<file path="src/rtl/sstf_pkg.sv">
// Shared types and constants for the shortest-seek-first disk scheduler.
package sstf_pkg;

	localparam int TABLE_DEPTH = 32;
	localparam int CYL_BITS    = 16;
	localparam int IDX_W       = (TABLE_DEPTH > 1) ? $clog2(TABLE_DEPTH) : 1;
	localparam int CNT_W       = $clog2(TABLE_DEPTH + 1);
	localparam int TOTAL_BITS  = 22;

	typedef struct packed {
		logic [15:0] cylinder;
		logic        last_request;
	} req_t;

	typedef struct packed {
		logic [15:0] served_cylinder;
		logic [15:0] seek_distance;
		logic [20:0] total_seek;
		logic        final_result;
		logic        overflow;
	} rsp_t;

endpackage

</file>
<file path="src/rtl/sstf_disk_scheduler.sv">
// Shortest-seek-time-first disk scheduler: request table, scan engine and result register.
//
//  channel   direction  handshake            payload
//  req       in         req_valid/req_stall  req   (cylinder, last_request)
//  rsp       out        rsp_valid/rsp_stall  rsp   (served_cylinder .. overflow)
//  cfg       in         cfg_valid/cfg_ready  cfg_data (start_position)
//
// Loading accepts one request per cycle; requests are taken only between runs.
// Each result takes one table read per entry through the single read port, then the
// registered read data, then a commit in ST_EMIT that waits for the result register.
// Loading resumes once every loaded request of the run has been served.
// The table needs no clearing; reset clears count, flags and the result register.
// A waiting result holds the engine only until the result register is free.
module sstf_disk_scheduler (
	input  logic                 clk,
	input  logic                 arst_n,
	input  logic                 req_valid,
	output logic                 req_stall,
	input  sstf_pkg::req_t       req,
	output logic                 rsp_valid,
	input  logic                 rsp_stall,
	output sstf_pkg::rsp_t       rsp,
	input  logic                 cfg_valid,
	output logic                 cfg_ready,
	input  logic [15:0]          cfg_data
);
	import sstf_pkg::*;

	typedef enum logic [1:0] {ST_LOAD, ST_SCAN, ST_EMIT} state_t;

	state_t                state_q;
	logic [CYL_BITS-1:0]   table_mem [TABLE_DEPTH];
	logic [CYL_BITS-1:0]   rd_data_s1;
	logic                  rd_valid_s1;
	logic [IDX_W-1:0]      rd_idx_s1;

	logic [15:0]           start_q;
	logic [CNT_W-1:0]      count_q;
	logic [CNT_W-1:0]      scan_idx_q;
	logic [CNT_W-1:0]      served_q;
	logic [TABLE_DEPTH-1:0] marks_q;
	logic [CYL_BITS-1:0]   head_q;
	logic [TOTAL_BITS-1:0] total_q;
	logic                  dropped_q;
	logic                  found_q;
	logic [CYL_BITS-1:0]   best_q;
	logic [IDX_W-1:0]      pick_q;
	logic [CYL_BITS-1:0]   pick_cyl_q;
	logic                  rsp_valid_q;
	rsp_t                  rsp_q;

	logic                  req_xfer;
	logic                  full;
	logic                  issue;
	logic [CYL_BITS-1:0]   seek_delta;
	logic                  take;
	logic                  scan_done;
	logic                  out_free;
	logic                  commit;
	logic [TOTAL_BITS-1:0] total_next;
	logic                  is_final;

	assign req_stall = (state_q != ST_LOAD);
	assign req_xfer  = req_valid && !req_stall;
	assign full      = (count_q == CNT_W'(TABLE_DEPTH));
	assign cfg_ready = 1'b1;
	assign rsp_valid = rsp_valid_q;
	assign rsp       = rsp_q;

	// Read issue: one table entry per cycle during a scan
	assign issue = (state_q == ST_SCAN) && (scan_idx_q < count_q);

	// Compare stage on the returned entry
	assign seek_delta = (head_q >= rd_data_s1) ? (head_q - rd_data_s1)
	                                           : (rd_data_s1 - head_q);
	assign take = rd_valid_s1 && !marks_q[rd_idx_s1] && (!found_q || seek_delta < best_q);
	assign scan_done = rd_valid_s1 && (CNT_W'(rd_idx_s1) == count_q - CNT_W'(1));

	// Commit of a chosen request
	assign out_free   = !rsp_valid_q || !rsp_stall;
	assign commit     = (state_q == ST_EMIT) && out_free;
	assign total_next = total_q + TOTAL_BITS'(best_q);
	assign is_final   = (served_q + CNT_W'(1) == count_q);

	// Request table: one write port, one registered read port
	always_ff @(posedge clk) begin
		if (req_xfer && !full) begin
			table_mem[count_q[IDX_W-1:0]] <= req.cylinder[CYL_BITS-1:0];
		end
		rd_data_s1 <= table_mem[scan_idx_q[IDX_W-1:0]];
		rd_idx_s1  <= scan_idx_q[IDX_W-1:0];
	end

	// Start position register
	always_ff @(posedge clk or negedge arst_n) begin
		if (!arst_n) begin
			start_q <= '0;
		end else if (cfg_valid && cfg_ready) begin
			start_q <= cfg_data;
		end
	end

	// Sequencer: load, scan, emit
	always_ff @(posedge clk or negedge arst_n) begin
		if (!arst_n) begin
			state_q     <= ST_LOAD;
			rd_valid_s1 <= 1'b0;
			count_q     <= '0;
			scan_idx_q  <= '0;
			served_q    <= '0;
			marks_q     <= '0;
			head_q      <= '0;
			total_q     <= '0;
			dropped_q   <= 1'b0;
			found_q     <= 1'b0;
			best_q      <= '0;
			pick_q      <= '0;
			pick_cyl_q  <= '0;
			rsp_valid_q <= 1'b0;
			rsp_q       <= '0;
		end else begin
			rd_valid_s1 <= issue;
			if (commit) begin
				rsp_valid_q <= 1'b1;
			end else if (rsp_valid_q && !rsp_stall) begin
				rsp_valid_q <= 1'b0;
			end
			unique case (state_q)
				ST_LOAD: begin
					if (req_xfer) begin
						if (full) begin
							dropped_q <= 1'b1;
						end else begin
							count_q <= count_q + CNT_W'(1);
						end
						if (req.last_request) begin
							state_q    <= ST_SCAN;
							marks_q    <= '0;
							head_q     <= start_q[CYL_BITS-1:0];
							total_q    <= '0;
							served_q   <= '0;
							scan_idx_q <= '0;
							found_q    <= 1'b0;
						end
					end
				end
				ST_SCAN: begin
					if (issue) begin
						scan_idx_q <= scan_idx_q + CNT_W'(1);
					end
					if (take) begin
						found_q    <= 1'b1;
						best_q     <= seek_delta;
						pick_q     <= rd_idx_s1;
						pick_cyl_q <= rd_data_s1;
					end
					if (scan_done) begin
						state_q <= ST_EMIT;
					end
				end
				ST_EMIT: begin
					if (out_free) begin
						rsp_q.served_cylinder <= pick_cyl_q;
						rsp_q.seek_distance   <= best_q;
						rsp_q.total_seek      <= total_next[20:0];
						rsp_q.final_result    <= is_final;
						rsp_q.overflow        <= dropped_q;
						marks_q[pick_q]       <= 1'b1;
						head_q                <= pick_cyl_q;
						total_q               <= total_next;
						served_q              <= served_q + CNT_W'(1);
						scan_idx_q            <= '0;
						found_q               <= 1'b0;
						if (is_final) begin
							state_q   <= ST_LOAD;
							count_q   <= '0;
							dropped_q <= 1'b0;
						end else begin
							state_q <= ST_SCAN;
						end
					end
				end
				default: begin
					state_q <= ST_LOAD;
				end
			endcase
		end
	end

endmodule

</file>
<file path="config.mk">
export PLATFORM = sky130hd
export DESIGN_NAME = sstf_disk_scheduler
export DESIGN_NICKNAME = d
export VERILOG_FILES = /design/src/rtl/sstf_pkg.sv /design/src/rtl/sstf_disk_scheduler.sv
export SDC_FILE = /design/constraint.sdc
export NUM_CORES = 1
export LEC_CHECK = 0
export ABC_AREA = 1
export BUFFER_PORTS_ARGS = -buffer_cell sky130_fd_sc_hd__buf_4
export CORE_MARGIN = 3
export CORE_UTILIZATION = 35
export DETAILED_ROUTE_END_ITERATION = 6
export GPL_ROUTABILITY_DRIVEN = 0
export PLACE_DENSITY_LB_ADDON = 0.25
export SLEW_MARGIN = 5
export SYNTH_ARGS = -nofsm -noshare
export SYNTH_HDL_FRONTEND = slang
export SYNTH_SLANG_ARGS = --single-unit
export TNS_END_PERCENT = 20
</file>
<file path="constraint.sdc">
create_clock -name clk -period 4.06 [get_ports clk]
set_input_delay 0.406 -clock clk [delete_from_list [all_inputs] [get_ports clk]]
set_output_delay 0.406 -clock clk [all_outputs]
set_load 0.01 [all_outputs]
</file>
## After elaboration in Yosys (flattened, before gate mapping)

Memories as Yosys holds them, arrays and structs flattened. A register that Yosys moved wholly into a read port is not among the register bits.
Index checks and enable logic that the tools add are counted.

| storage, ports and cells | value |
|---|---|
| output and inout bits | 58 |
| memories | 1 |
| flip-flop bits (word level) | 207 |
| bits in writable memories | 512 |
| bits of input ports | 38 |

| cells by class | value |
|---|---|
| eq/ne operators | 14 |
| add/sub/neg operators | 7 |
| multiplexer cells | 49 |
| $lt $le $gt $ge | 6 |
| reductions and logical operators | 30 |
| bitwise operators | 1 |

Memories:

| name | depth | width | read ports | clocked after Yosys merged registers in | write ports | RTL line | text |
|---|---|---|---|---|---|---|---|
| table_mem | 32 | 16 | 1 | 1 | 1 | sstf_disk_scheduler.sv:32 | `logic [CYL_BITS-1:0] table_mem [TABLE_DEPTH];` |

Operators with widths:

| operator | number |
|---|---|
| two-way mux 32 bit | 3 |
| two-way mux 22 bit | 3 |
| two-way mux 16 bit | 4 |
| case mux 32 bit (2 select lines) | 1 |
| two-way mux 6 bit | 9 |
| case mux 22 bit (2 select lines) | 1 |
| bitwise OR 32 bit | 1 |
| case mux 16 bit (2 select lines) | 1 |
| subtractor 16 bit | 2 |
| case mux 6 bit (2 select lines) | 2 |
| adder 22 x 16 -> 22 bit | 1 |
| AND reduction 5 bit | 4 |
| adder 6 x 1 -> 6 bit, second input constant | 3 |
| != test 2 bit, second input constant | 9 |
| case mux 6 bit (3 select lines) | 1 |
| >= comparator 16 bit | 1 |
| less-than comparator 16 bit | 1 |
| two-way mux 1 bit | 15 |
| less-than comparator 5 x 6 -> 1 bit, second input constant | 2 |
| logical AND 1 bit | 9 |
| two-way mux 2 bit | 4 |
| AND reduction 4 bit | 2 |
| == test 5 x 6 -> 1 bit | 1 |
| == test 6 bit | 1 |
| 17 further kinds | 26 |

## Depth between registers and ports, before layout

Gate-level depths: netlist (run 1).

| depth | value |
|---|---|
| word-level depth | 7 |
| depth in mapped cells | 29 |
| mapped depth without buffers | 26 |

## Worst setup path after synthesis (run 1)

Ideal clock, no wire load.

| timing path | value |
|---|---|
| path type | reg-to-reg |
| start point | register head_q[0] |
| end point | register pick_q[1] |
| path slack | 0.764 ns |
| cell stages (with the launch flop) | 29 |
| arrival | 3.179 ns |
| period minus slack after synthesis | 3.296 ns |
| required time | 3.943 ns |
| setup time | 0.117 ns |
| cell sequence | dfrtp_1 > inv_1 > ha_1 > inv_1 > fa_1 > nand3_1 > nand3_1 > nand2_1 > nand2_1 > nand2_1 > nand3_2 > inv_2 > buf_6 > nand2_1 > nand2_1 > inv_1 > ha_1 > a21oi_1 > nor2_1 > nor3_1 > nand2_1 > nand2_1 > nand2_1 > nand2_1 > nand3_2 > buf_6 > buf_6 > nand2_1 > nand2_1 |

| on the way | value |
|---|---|
| cells in the longest elaborated chain, start to end | 6 |
| elaborated cells on any way between the ends | 8 |
| those cells by class | add/sub: 2; order compare: 2; mux: 1; reduce/logical: 3 |

RTL lines:

| item | RTL line | text |
|---|---|---|
| start, declared | sstf_disk_scheduler.sv:42 | `logic [CYL_BITS-1:0] head_q;` |
| start signal, assigned | sstf_disk_scheduler.sv:139 | `head_q <= start_q[CYL_BITS-1:0];` |
| start signal, assigned | sstf_disk_scheduler.sv:169 | `head_q <= pick_cyl_q;` |
| subtractor 16 bit, or another cell as far along | sstf_disk_scheduler.sv:75 | `: (rd_data_s1 - head_q);` |
| two-way mux 16 bit * | sstf_disk_scheduler.sv:74 | `assign seek_delta = (head_q >= rd_data_s1) ? (head_q - rd_data_s1)` |
| via seek_delta[5] | sstf_disk_scheduler.sv:55 | `logic [CYL_BITS-1:0] seek_delta;` |
| less-than comparator 16 bit * | sstf_disk_scheduler.sv:76 | `assign take = rd_valid_s1 && !marks_q[rd_idx_s1] && (!found_q \|\| seek_delta < best_q);` |
| logical OR 1 bit * | sstf_disk_scheduler.sv:76 |  |
| logical AND 1 bit * | sstf_disk_scheduler.sv:76 |  |
| AND reduction 2 bit (no source line) * | n/a |  |
| end signal, assigned | sstf_disk_scheduler.sv:154 | `pick_q <= rd_idx_s1;` |
| end, declared | sstf_disk_scheduler.sv:47 | `logic [IDX_W-1:0] pick_q;` |

The timed path passes the listed nets; every way through them passes the cells marked *.
A chain may end at the register's enable or synchronous reset.

## Worst setup path after layout (run 1)

| timing path | value |
|---|---|
| start point | register head_q[12] |
| end point | register pick_cyl_q[10] |

| on the way | value |
|---|---|
| cells in the longest elaborated chain, start to end | 6 |
| elaborated cells on any way between the ends | 8 |
| those cells by class | add/sub: 2; order compare: 2; mux: 1; reduce/logical: 3 |

RTL lines:

| item | RTL line | text |
|---|---|---|
| >= comparator 16 bit | sstf_disk_scheduler.sv:74 |  |
| two-way mux 16 bit | sstf_disk_scheduler.sv:74 |  |
| via seek_delta[7] | sstf_disk_scheduler.sv:55 |  |
| less-than comparator 16 bit | sstf_disk_scheduler.sv:76 |  |
| logical OR 1 bit | sstf_disk_scheduler.sv:76 |  |
| logical AND 1 bit | sstf_disk_scheduler.sv:76 |  |
| AND reduction 2 bit (no source line) | n/a |  |
| end signal, assigned | sstf_disk_scheduler.sv:155 | `pick_cyl_q <= rd_data_s1;` |
| end, declared | sstf_disk_scheduler.sv:48 | `logic [CYL_BITS-1:0] pick_cyl_q;` |

The timed path passes the listed nets, and every way through them passes these cells.

==> results by group, run 1 <==
Global route
  • Largest net degree at the start of global routing: roughly 140
  • Grt ovf: 0
  • Global-route wire length before repair: 138800 microns
  • Initial antenna violation count: 0
  • Total GRT Usage: 0.1862
  • Vias in the first global route: ~22000

Power and ir drop
  • Sw Share: 0.4075
  • Clock Power Share: 0.259
  • Power per cell area: between 700 and 800 mW/mm^2
  • Gate power share: 0.398
  • Leak Pwr: 15.21 nW
  • P_int: around 0.017 W
  • Tot Pwr: 0.02810 W
  • Largest vdd supply drop: around 0.34 mV
  • Flop pwr share: 0.343
  • P_sw: between 0.01 and 0.015 W

Timing
  • Max Slew Vio Count: 0
  • Layout Skew: approximately 0.028 ns
  • Setup violators final: 0
  • Endpoints failing hold: 0
  • Worst slew pin tran: about 1.1 ns
  • Slew headroom: 0.2816
  • Final min period: 3.700 ns
  • Max Clk Rate: about 0.27 GHz
  • Setup TNS: 0 ns
  • Final Cycle Share: 0.9114
  • Unrepaired setup endpoints after global routing: no

Final layout
  • FF/Latch Area: roughly 0.021 sq mm
  • Multi-input logic area: between 0.009 and 0.01 sq mm
  • Fill cells: slightly below 9000
  • Fin cells: roughly 4600
  • Layout cells sized above 1: 0.1018
  • Nets: between 3000 and 4000
  • P&R area growth vs syn: 15.83%
  • Most common cell after layout, fill and taps aside: nand2_1
  • Commonest cells after routing, fill and taps aside: 720 x nand2_1, 512 x edfxtp_1, 330 x nor2_1, 322 x o21ai_0, 251 x inv_1

Worst setup path
  • Startpoint class of the critical path: flop
  • Crit path kind: flop to flop
  • Critical path capture point type: flop
  • CP Buf/Inv Count: 3
  • RR Startpoint: head_q[12]
  • Crit path required time: between 4 and 5 ns
  • Worst path max stage delay: roughly 0.46 ns
  • CP Max Fanout: 33
  • Crit path launch: head_q[12]
  • Crit path DAT: between 4 and 5 ns
  • Crit path cell chain: ha_1, nand2_1, nor2_1, nand2_1, inv_1, nand3_1, nand3_2, buf_4, nand2_1, and2_1, ha_1, nand2_1, nor2_1, nor3_1, nand2_1, nand2_1, nand2_1, nand2_1, nand3_2, buf_12, nand2_1, nand2_1
  • Crit-path slowest cell: ha_1
  • CP delay by family, top: simple AND/OR/NAND/NOR gates
  • Cell repeated most along the worst path: nand2_1

Synth
  • Sequential fraction of the synthesis area: 0.6415
  • Main synth FF type: edfxtp_1
  • Async set-or-reset flop fraction in the synthesized netlist: 0.2738
  • Synthesis Warnings: 0
  • Synthesized area: between 0.03 and 0.04 sq mm
  • Number of enable flip-flop cells after synthesis: about 510
  • Mean post-synth cell area: 10.28 sq um
  • Post-synth cell types: between 40 and 50
  • Synth Register Bits: around 730
  • Post-Synthesis Cells: 3158
  • Syn Nets: between 3000 and 4000

Floorplanning
  • Die area: 0.09644 sq mm
  • Rows: 111
  • Ports: 96
  • Initial Util: 0.3536
  • Placeable Area: ~0.09 sq mm
  • Die span in y: about 310 microns
  • Die width: between 300 and 400 microns

Clock network
  • CTS max path bufs: 3
  • CTS root buffer: clkbuf_16
  • CTS Buf Count: 80
  • CTS tree: built
  • Clock transition at path regs: roughly 0.060 ns
  • Clock Latency Late Sink: 0.65 ns
  • CTS H-tree depth: 3
  • Clk sinks: approximately 730

Worst hold path
  • Hold path start: rsp_stall
  • Worst hold path type: primary input to flop

Route
  • Remaining DRCs: 0
  • Vias post-DR: ~23000
  • Via/cell ratio: around 5
  • Total Wirelength: between 90000 and 100000 microns
  • Drt wl/cell: 19.98 microns
  • First drt pass iteration count: 5
  • Drt initial violations: 1896
  • Antenna viol nets, final: 0

Job
  • Max-Cap Viols: 0

Status
  • Status: finished clean

Placement
  • Number of instances in the placed design: ~4400
  • IO Port Bufs: 94
  • Dpl hpwl: 56150 microns
flip-flops by register name, indices dropped and copies added, names as in the netlist:
| register | cells |
|---|---|
| rsp_valid | 1 |
| table_mem | 512 |
| rd_valid_s1 | 1 |
| served_q | 6 |
| marks_q | 32 |
| rsp | 55 |
| best_q | 16 |
| scan_idx_q | 6 |
| total_q | 21 |
| found_q | 1 |
| dropped_q | 1 |
| head_q | 16 |
| start_q | 16 |
| pick_q | 5 |
| state_q | 2 |
| pick_cyl_q | 16 |
| count_q | 6 |
| rd_idx_s1 | 5 |
| rd_data_s1 | 16 |
worst reg2reg max path: cells and delay by family (launching register included):
kind / cells / cell delay [ns]
and+or+nand+nor: 17 / 1.89
adders and majority gates: 2 / 0.75
buffers and inverters: 3 / 0.54
DFF: 1 / 0.39
metal layers:
metal	up-vias	GRT usage	part of all wire
met5	-	0	0
met2	655	0.2955	0.46
met1	11360	0.2647	0.46
li1	11070	-	-
met3	127	0.03015	0.060
met4	0	0.05120	0.024
power groups by stage:
stage | Combinational, W | Clock [W] | Sequential [W]
4_1_cts | 0.0110 | 0.00743 | 0.00966
2_1_floorplan | 0.00733 | 0 | 0.00947
3_5_place_dp | 0.0110 | 0 | 0.00980
3_3_place_gp | 0.0109 | 0 | 0.00979
6_report | 0.0112 | 0.00726 | 0.00964
5_1_grt | 0.0126 | 0.00773 | 0.00975
worst paths after layout:
kind                                       end  slack (ns)  cells past startpoint
worst max-delay path            pick_cyl_q[10]        0.36                     22
worst min-delay path                 rsp_valid        0.07                      3
worst max register to register  pick_cyl_q[10]        0.36                     22
worst min register to register   pick_cyl_q[4]        0.47                      2
max in group asynchronous           marks_q[6]        2.80                      3
min in group asynchronous               rsp[7]        0.36                      2
synthesized netlist by cell type, types with 13 or more instances:
library cell,count,area [sq um]
nor2_1,346,1299
nand3_1,159,795.8
inv_1,253,949.7
nor3_1,17,85.08
dfxtp_1,21,420.4
xor2_1,25,219.0
o21ai_1,19,95.09
dfrtp_1,201,5030
a21oi_1,84,420.4
o21ai_0,322,1612
edfxtp_1,512,15370
o221ai_1,63,551.8
nand2_1,720,2703
nand4_1,26,162.7
clkbuf_1,106,397.9
inv_2,13,48.80
buf_2,29,145.1
o22ai_1,82,513.0
ha_1,73,913.4
o211ai_1,18,135.1
metrics by stage:
stage	util	setup WS (ns)	area (sq um)	hold slack [ns]
6_report	0.4096	0.3596	37600	0.07008
5_1_grt	0.4095	0.009012	37600	0.07373
4_1_cts	0.4087	0.02096	37520	0.02215
3_5_place_dp	0.3786	0.01868	34750	0.4577
3_3_place_gp	0.3786	0.09771	34750	0.4547
2_1_floorplan	-	0.7639	32460	0.1104
logic make-up (layout without fill, tap and decap cells):
family          Yosys count  in the layout  synth area share
compound gates          597            597            0.1045
xor+xnor                 33             33          0.008904
fa+ha+maj                76             76           0.02999
buf+inv                 424            604           0.05288
flops                   734            734            0.6415
mux                       3              3          0.001041
other cells               1              2         0.0001155
simple gates           1290           1291            0.1610
cell type report:
class	instances	share of cell area
diodes	1	0.00006656
clock buffers	111	0.05903
clock inverters	34	0.01005
inverters	271	0.02745
multi-input cells	2001	0.2654
flip-flops and latches	734	0.5541
well taps	1243	0.04136
repair buffers	188	0.04253
repair_timing:
| item | CTS | global route |
|---|---|---|
| hold buffers | 17 | 0 |
| resized for setup | 0 | 3 |
| hold endpoints to repair | 94 | 0 |
| endpoints found under the setup margin | 2 | 37 |
| pin swaps | 1 | 2 |
| setup buffers | 0 | 3 |
| gates cloned | 0 | 1 |
Power figures use the tool's default switching activity.
==> run 2, diff against run 1 <==
--- a/config.mk
+++ b/config.mk
@@ -11,7 +11,8 @@
 export CORE_UTILIZATION = 35
 export DETAILED_ROUTE_END_ITERATION = 6
 export GPL_ROUTABILITY_DRIVEN = 0
-export PLACE_DENSITY_LB_ADDON = 0.25
+export PLACE_DENSITY = 0.5
+export RECOVER_POWER = 25
 export SLEW_MARGIN = 5
 export SYNTH_ARGS = -nofsm -noshare
 export SYNTH_HDL_FRONTEND = slang
==> run 2 against run 1 <==
The run now ends with capacitance limit, slew limit left. Maximum frequency is 1.3% lower. Clock skew is 0.0047 ns higher. Worst setup slack worse by 0.047 ns. Largest cell class unchanged. Critical endpoint is now best_q[10]. Highest routed layer unchanged.
==> results by group, run 2 (synthesis gave the netlist of run 1 again) <==
Status
  • Status: finished, violations left
  • Failing checks: capacitance limit, slew limit

Route
  • Vias post-DR: 23090 (-0.50%)
  • Antenna viol nets, final: 0 (unchanged)
  • Drt wl/cell: 20.77 microns (+4.0%)
  • Total Wirelength: 95630 microns (+4.4%)
  • Drt initial violations: 1863 (-1.7%)
  • Via/cell ratio: 5.014 (-0.98%)
  • First drt pass iteration count: 5 (unchanged)
  • Remaining DRCs: 0 (unchanged)

Final layout
  • P&R area growth vs syn: 16.10%
  • Fill cells: 8941 (+0.57%)
  • Antenna Cells: 0 (-1)
  • Nets: 3406 (+0.47%)
  • Final instance area: 0.03769 sq mm (+0.24%)
  • Most common cell after layout, fill and taps aside: nand2_1
  • Commonest cells after routing, fill and taps aside: 720 x nand2_1, 512 x edfxtp_1, 331 x nor2_1, 322 x o21ai_0, 251 x inv_1
  • Multi-input logic area: 0.009977 sq mm (about the same)
  • Fin cells: 4605 (+0.48%)
  • Layout cells sized above 1: 0.1008 (-0.0009941)
  • FF/Latch Area: 0.02083 sq mm (unchanged)
  • Post-layout util: 0.4105 (+0.0009680)
  • Max reg flops: 512 (unchanged)

Worst setup path
  • CP delay by family, top: simple AND/OR/NAND/NOR gates
  • Cell repeated most along the worst path: nand2_1
  • Crit path launch: head_q[0]
  • Levels on crit path: 23 (+4.5%)
  • RR Startpoint: head_q[0]
  • CP Max Fanout: 24 (-27%)
  • CP Buf/Inv Count: 5 (+2)
  • Worst path max stage delay: 0.42 ns (-0.04 ns)
  • FF-to-FF setup slack: 0.31 ns (-0.05 ns)
  • Crit path kind: flop to flop
  • Crit path DAT: 4.27 ns (+0.05 ns)
  • FF-to-FF End: best_q[10]
  • Startpoint class of the critical path: flop
  • Crit path required time: 4.58 ns (about the same)
  • CP endpoint: best_q[10]
  • Worst reg2reg path depth: 23 (+4.5%)
  • Critical path capture point type: flop
  • Crit-path slowest cell: fa_1
  • Crit path cell chain: inv_1, ha_1, inv_1, fa_1, nand3_1, nand3_1, nand2_1, nand2_1, nand2_1, nand3_4, inv_6, nand2_1, nand2_1, inv_1, ha_1, nand4_1, nor3_1, nand2_1, a21oi_1, nor2_4, buf_4, nand3_1, nand2_1

Clock network
  • CTS H-tree depth: 3 (unchanged)
  • Clock transition at path regs: 0.06 ns (about the same)
  • Clk sinks: 734 (unchanged)
  • CTS max path bufs: 3 (unchanged)
  • Clock Latency Late Sink: 0.66 ns (about the same)
  • CTS root buffer: clkbuf_16
  • CTS tree: built
  • CTS Buf Count: 85 (+6.3%)

Placement
  • Dpl hpwl: 61050 microns (+8.7%)
  • Number of instances in the placed design: 4430 (+0.32%)
  • IO Port Bufs: 94 (unchanged)
  • Placed Area: 0.03483 sq mm (+0.23%)

Timing
  • Max Slew Vio Count: 462 (+462)
  • Worst hold slack: 0.1839 ns (+0.1138 ns)
  • Final min period: 3.747 ns (+0.04696 ns)
  • Unrepaired setup endpoints after global routing: yes
  • Layout Skew: 0.03275 ns (+0.004668 ns)
  • Final Cycle Share: 0.9230 (+0.01157)
  • Endpoints failing hold: 0 (unchanged)
  • Slew headroom: -0.3095 (-0.5910)
  • Setup violators final: 0 (unchanged)
  • Worst slew pin tran: 1.964 ns (+0.8865 ns)
  • Max Clk Rate: 0.2669 GHz (-1.3%)

Worst hold path
  • Worst hold path type: primary input to flop

Global route
  • Largest net degree at the start of global routing: 144 (+4.3%)
  • Met3 usage: 0.03208 (+0.001934)
  • Global-route wire length before repair: 143600 microns (+3.4%)
  • Total GRT Usage: 0.1947 (+0.008514)
  • Grt ovf: 0 (unchanged)
  • Vias in the first global route: 22430 (-0.17%)
  • Initial antenna violation count: 0 (unchanged)
  • Most Used Layer, Global Route: met2
  • Met2 Use GR: 0.3158 (+0.02025)
  • Met1 global-route usage: 0.2691 (+0.004340)

Floorplanning
  • Rows: 111 (unchanged)
  • Ports: 96 (unchanged)
  • Placeable Area: 0.09180 sq mm (unchanged)
  • Initial Util: 0.3536 (unchanged)
  • Die area: 0.09644 sq mm (unchanged)
  • Die width: 310.5 microns (unchanged)
  • Die span in y: 310.5 microns (unchanged)

Power and ir drop
  • Power per cell area: 745.9 mW/mm^2 (-0.18%)
  • Largest vdd supply drop: 0.4124 mV (+20%)
  • Leak Pwr: 15.26 nW (+0.32%)

Job
  • Max-Cap Viols: 14 (+14)
run 2: changes by cell type in the layout (fill, tap and decap cells not counted), moves of 3 or more:
cell and delta:
clkbuf_16 +4, clkbuf_8 -5, inv_4 -3, inv_6 +4
buf_12 -5, clkbuf_1 +10, clkinv_2 +4, clkinv_1 +11
run 2: worst min-delay path by stage:
stage	from	endpoint	slack (ns)	depth (start not counted)
floorplan	arst_n	best_q[0]	0.11	0
global placement	arst_n	rsp[7]	0.41	1
detailed placement	arst_n	rsp[8]	0.41	1
CTS	cfg_valid	start_q[7]	0.15	3
global route	cfg_valid	start_q[1]	0.16	3
finish	cfg_valid	start_q[1]	0.18	3
run 2: report_power, final:
group | internal (W) | switching, W
Sequential | 0.00887 | 0.000833
Combinational | 0.00351 | 0.00748
Clock | 0.00426 | 0.00316
run 2: timing repair:
item / in CTS / in global routing
endpoints found under the hold margin: 80 / 0
setup buffers: 0 / 0
hold buffers: 18 / 0
setup endpoints to repair: 0 / 38
resized for setup: 0 / 4
run 2: worst min-delay path, stage by stage:
cell and delay, ns:
buf_4 0.21, nand2_1 0.08, o21ai_0 0.06
run 2: layer usage:
metal / up-vias / part of all wire
li1: 11110 / -
met1: 11240 / 0.45
met2: 598 / 0.47
met3: 145 / 0.052
met4: 0 / 0.028
met5: - / 0
run 2: final cells by class:
| type | count | share of cell area |
|---|---|---|
| Tap cell | 1243 | 0.04127 |
| Sequential cell | 734 | 0.5528 |
| Timing Repair Buffer | 200 | 0.04183 |
| Clock buffer | 106 | 0.05933 |
| Inverter | 271 | 0.02752 |
| Multi-Input combinational cell | 2000 | 0.2647 |
| Clock inverter | 51 | 0.01252 |
run 2: metrics by stage:
step	setup TNS, ns	worst slack [ns]	total power, W
3_5_place_dp	0	0.1761	0.02084
6_report	0	0.3127	0.02811
3_3_place_gp	0	0.2203	0.02078
4_1_cts	0	0.1439	0.02836
2_1_floorplan	0	0.7639	0.01680
5_1_grt	-0.2606	-0.02440	0.03011
==> run 3, diff against run 2 <==
--- a/config.mk
+++ b/config.mk
@@ -11,7 +11,6 @@
 export CORE_UTILIZATION = 35
 export DETAILED_ROUTE_END_ITERATION = 6
 export GPL_ROUTABILITY_DRIVEN = 0
-export PLACE_DENSITY = 0.5
 export RECOVER_POWER = 25
 export SLEW_MARGIN = 5
 export SYNTH_ARGS = -nofsm -noshare
==> run 3 against run 2 <==
The run still ends with capacitance limit, slew limit left. Hold slack worse by 0.073 ns. Via count increased by 1.0%. Sequential share of layout area up 0.075 points.
==> results by group, run 3 (synthesis gave the netlist of run 1 again) <==
Clock network
  • Clock transition at path regs: 0.06 ns (about the same)
  • Clock Latency Late Sink: 0.65 ns (about the same)
  • CTS tree: built
  • CTS root buffer: clkbuf_16
  • CTS max path bufs: 3 (unchanged)
  • CTS H-tree depth: 3 (unchanged)
  • Clk sinks: 734 (unchanged)
  • CTS Buf Count: 78 (-8.2%)

Worst setup path
  • Worst path max stage delay: 0.46 ns (+0.04 ns)
  • Crit path DAT: 4.27 ns (about the same)
  • CP Max Fanout: 18 (-25%)
  • Cell repeated most along the worst path: nand2_1
  • RR Startpoint: head_q[0]
  • Crit path kind: flop to flop
  • Crit-path slowest cell: nor2_4
  • Startpoint class of the critical path: flop
  • Critical path capture point type: flop
  • Crit path cell chain: inv_1, ha_1, inv_1, fa_1, nand3_1, nand3_1, nand2_1, nand2_1, nand2_1, nand3_2, buf_4, nand2_1, nand2_1, inv_1, ha_1, a21oi_1, o21ai_0, a21oi_1, a21oi_2, nor2_4, nand3_1, nand2_1
  • Crit path required time: 4.63 ns (+0.05 ns)
  • CP delay by family, top: simple AND/OR/NAND/NOR gates
  • Crit path launch: head_q[0]
  • CP Buf/Inv Count: 4 (-1)

Global route
  • Vias in the first global route: 22120 (-1.4%)
  • Global-route wire length before repair: 134900 microns (-6.0%)
  • Largest net degree at the start of global routing: 119 (-17%)
  • Grt ovf: 0 (unchanged)
  • Total GRT Usage: 0.1796 (-0.01506)
  • Initial antenna violation count: 2 (+2)

Route
  • Top layer reached by signal wires: met4
  • Drt wl/cell: 19.31 microns (-7.0%)
  • M1 WL: 39250 microns (-9.2%)
  • Remaining DRCs: 0 (unchanged)
  • Via/cell ratio: 5.086 (+1.4%)
  • Metal2 WL: 39830 microns (-11%)
  • Vias post-DR: 23320 (+1.0%)
  • First drt pass iteration count: 6 (+1)
  • Drt initial violations: 2372 (+27%)
  • Met3 WL: 6766 microns (+37%)
  • Total Wirelength: 88550 microns (-7.4%)
  • Antenna viol nets, final: 0 (unchanged)

Timing
  • Layout Skew: 0.02472 ns (-0.008032 ns)
  • Final min period: 3.698 ns (-0.04895 ns)
  • Endpoints failing hold: 0 (unchanged)
  • Final Cycle Share: 0.9109 (-0.01206)
  • Slew headroom: -0.1864 (+0.1231)
  • Setup TNS: 0 ns (unchanged)
  • Max Clk Rate: 0.2704 GHz (+1.3%)
  • Max Slew Vio Count: 462 (unchanged)
  • Worst hold slack: 0.1106 ns (-0.07335 ns)
  • Setup violators final: 0 (unchanged)
  • Worst slew pin tran: 1.780 ns (-0.1846 ns)
  • Unrepaired setup endpoints after global routing: no

Power and ir drop
  • Power per cell area: 749.6 mW/mm^2 (+0.50%)
  • Largest vdd supply drop: 0.3707 mV (-10%)
  • Leak Pwr: 15.22 nW (-0.27%)

Floorplanning
  • Initial Util: 0.3536 (unchanged)
  • Placeable Area: 0.09180 sq mm (unchanged)
  • Die width: 310.5 microns (unchanged)
  • Die span in y: 310.5 microns (unchanged)
  • Rows: 111 (unchanged)
  • Die area: 0.09644 sq mm (unchanged)
  • Ports: 96 (unchanged)

Final layout
  • Max reg flops: 512 (unchanged)
  • P&R area growth vs syn: 15.94%
  • Commonest cells after routing, fill and taps aside: 720 x nand2_1, 512 x edfxtp_1, 341 x nor2_1, 322 x o21ai_0, 251 x inv_1
  • Final instance area: 0.03764 sq mm (-0.14%)
  • Layout cells sized above 1: 0.09638 (-0.004455)
  • Most common cell after layout, fill and taps aside: nand2_1
  • Nets: 3392 (-0.41%)

Status
  • Status: finished, violations left
  • Failing checks: capacitance limit, slew limit

Placement
  • IO Port Bufs: 94 (unchanged)
  • Dpl hpwl: 55540 microns (-9.0%)
  • Placed Area: 0.03472 sq mm (-0.31%)

Job
  • Max-Cap Viols: 14 (unchanged)

Worst hold path
  • Hold path start: rsp_stall
  • Worst hold path type: primary input to flop
[run 3: cell types whose count changed in the layout (fill, tap and decap cells not counted), moves of 3 or more]
| cell | change |
|---|---|
| nor2_2 | -10 |
| clkbuf_1 | -10 |
| buf_4 | -7 |
| nor2_1 | +10 |
| clkinv_2 | -5 |
| bufinv_16 | +7 |
| clkbuf_16 | -6 |
| clkbuf_8 | +3 |
[run 3: tightest hold or removal path: cells and delay by family]
family | cells | cell delay (ns)
buffers and inverters | 1 | 0.07
and+or+nand+nor | 2 | 0.23
[run 3: final cells by class]
class	count	area [sq um]
flip-flops and latches	734	20830
clock inverters	50	658.1
diodes	1	2.502
fillers	8860	54170
well taps	1243	1555
multi-input cells	2001	9952
repair buffers	192	1514
inverters	271	1031
clock buffers	93	2090
[run 3: power by group]
part | internal [W] | switching (W)
clock network | 0.00448 | 0.00308
logic | 0.00352 | 0.00754
registers | 0.00887 | 0.000724
[run 3: what timing repair did]
| action | in CTS | in global routing |
|---|---|---|
| buffers inserted | 0 | 2 |
| hold buffers | 17 | 0 |
| resized for setup | 0 | 3 |
| setup endpoints to repair | 0 | 37 |
| hold endpoints to repair | 123 | 0 |
[run 3: through the flow]
step	utilization	cells	power, W	worst slack, ns
final	0.4100	4585	0.02821	0.3616
after global routing	0.4099	4584	0.03010	0.005790
after detailed placement	0.3782	4421	0.02059	0.09466
after global placement	0.3782	4421	0.02046	0.1328
after CTS	0.4100	4581	0.02822	0.05918
after floorplan	-	3158	0.01680	0.7639
[run 3: routing by layer]
| metal | GRT usage | vias to the layer above |
|---|---|---|
| met3 | 0.03608 | 144 |
| met4 | 0.05746 | 0 |
| met5 | 0 | - |
| li1 | - | 11080 |
| met2 | 0.2784 | 804 |
| met1 | 0.2535 | 11300 |
[run 3: path summary, 6_finish.rpt]
check | slack (ns) | endpoint | cells past startpoint
max | 0.36 | best_q[6] | 22
min | 0.11 | rsp_valid | 3
max reg2reg | 0.36 | best_q[6] | 22
min reg2reg | 0.47 | pick_cyl_q[13] | 2
max in group asynchronous | 2.73 | served_q[4] | 3
min in group asynchronous | 0.43 | total_q[16] | 2
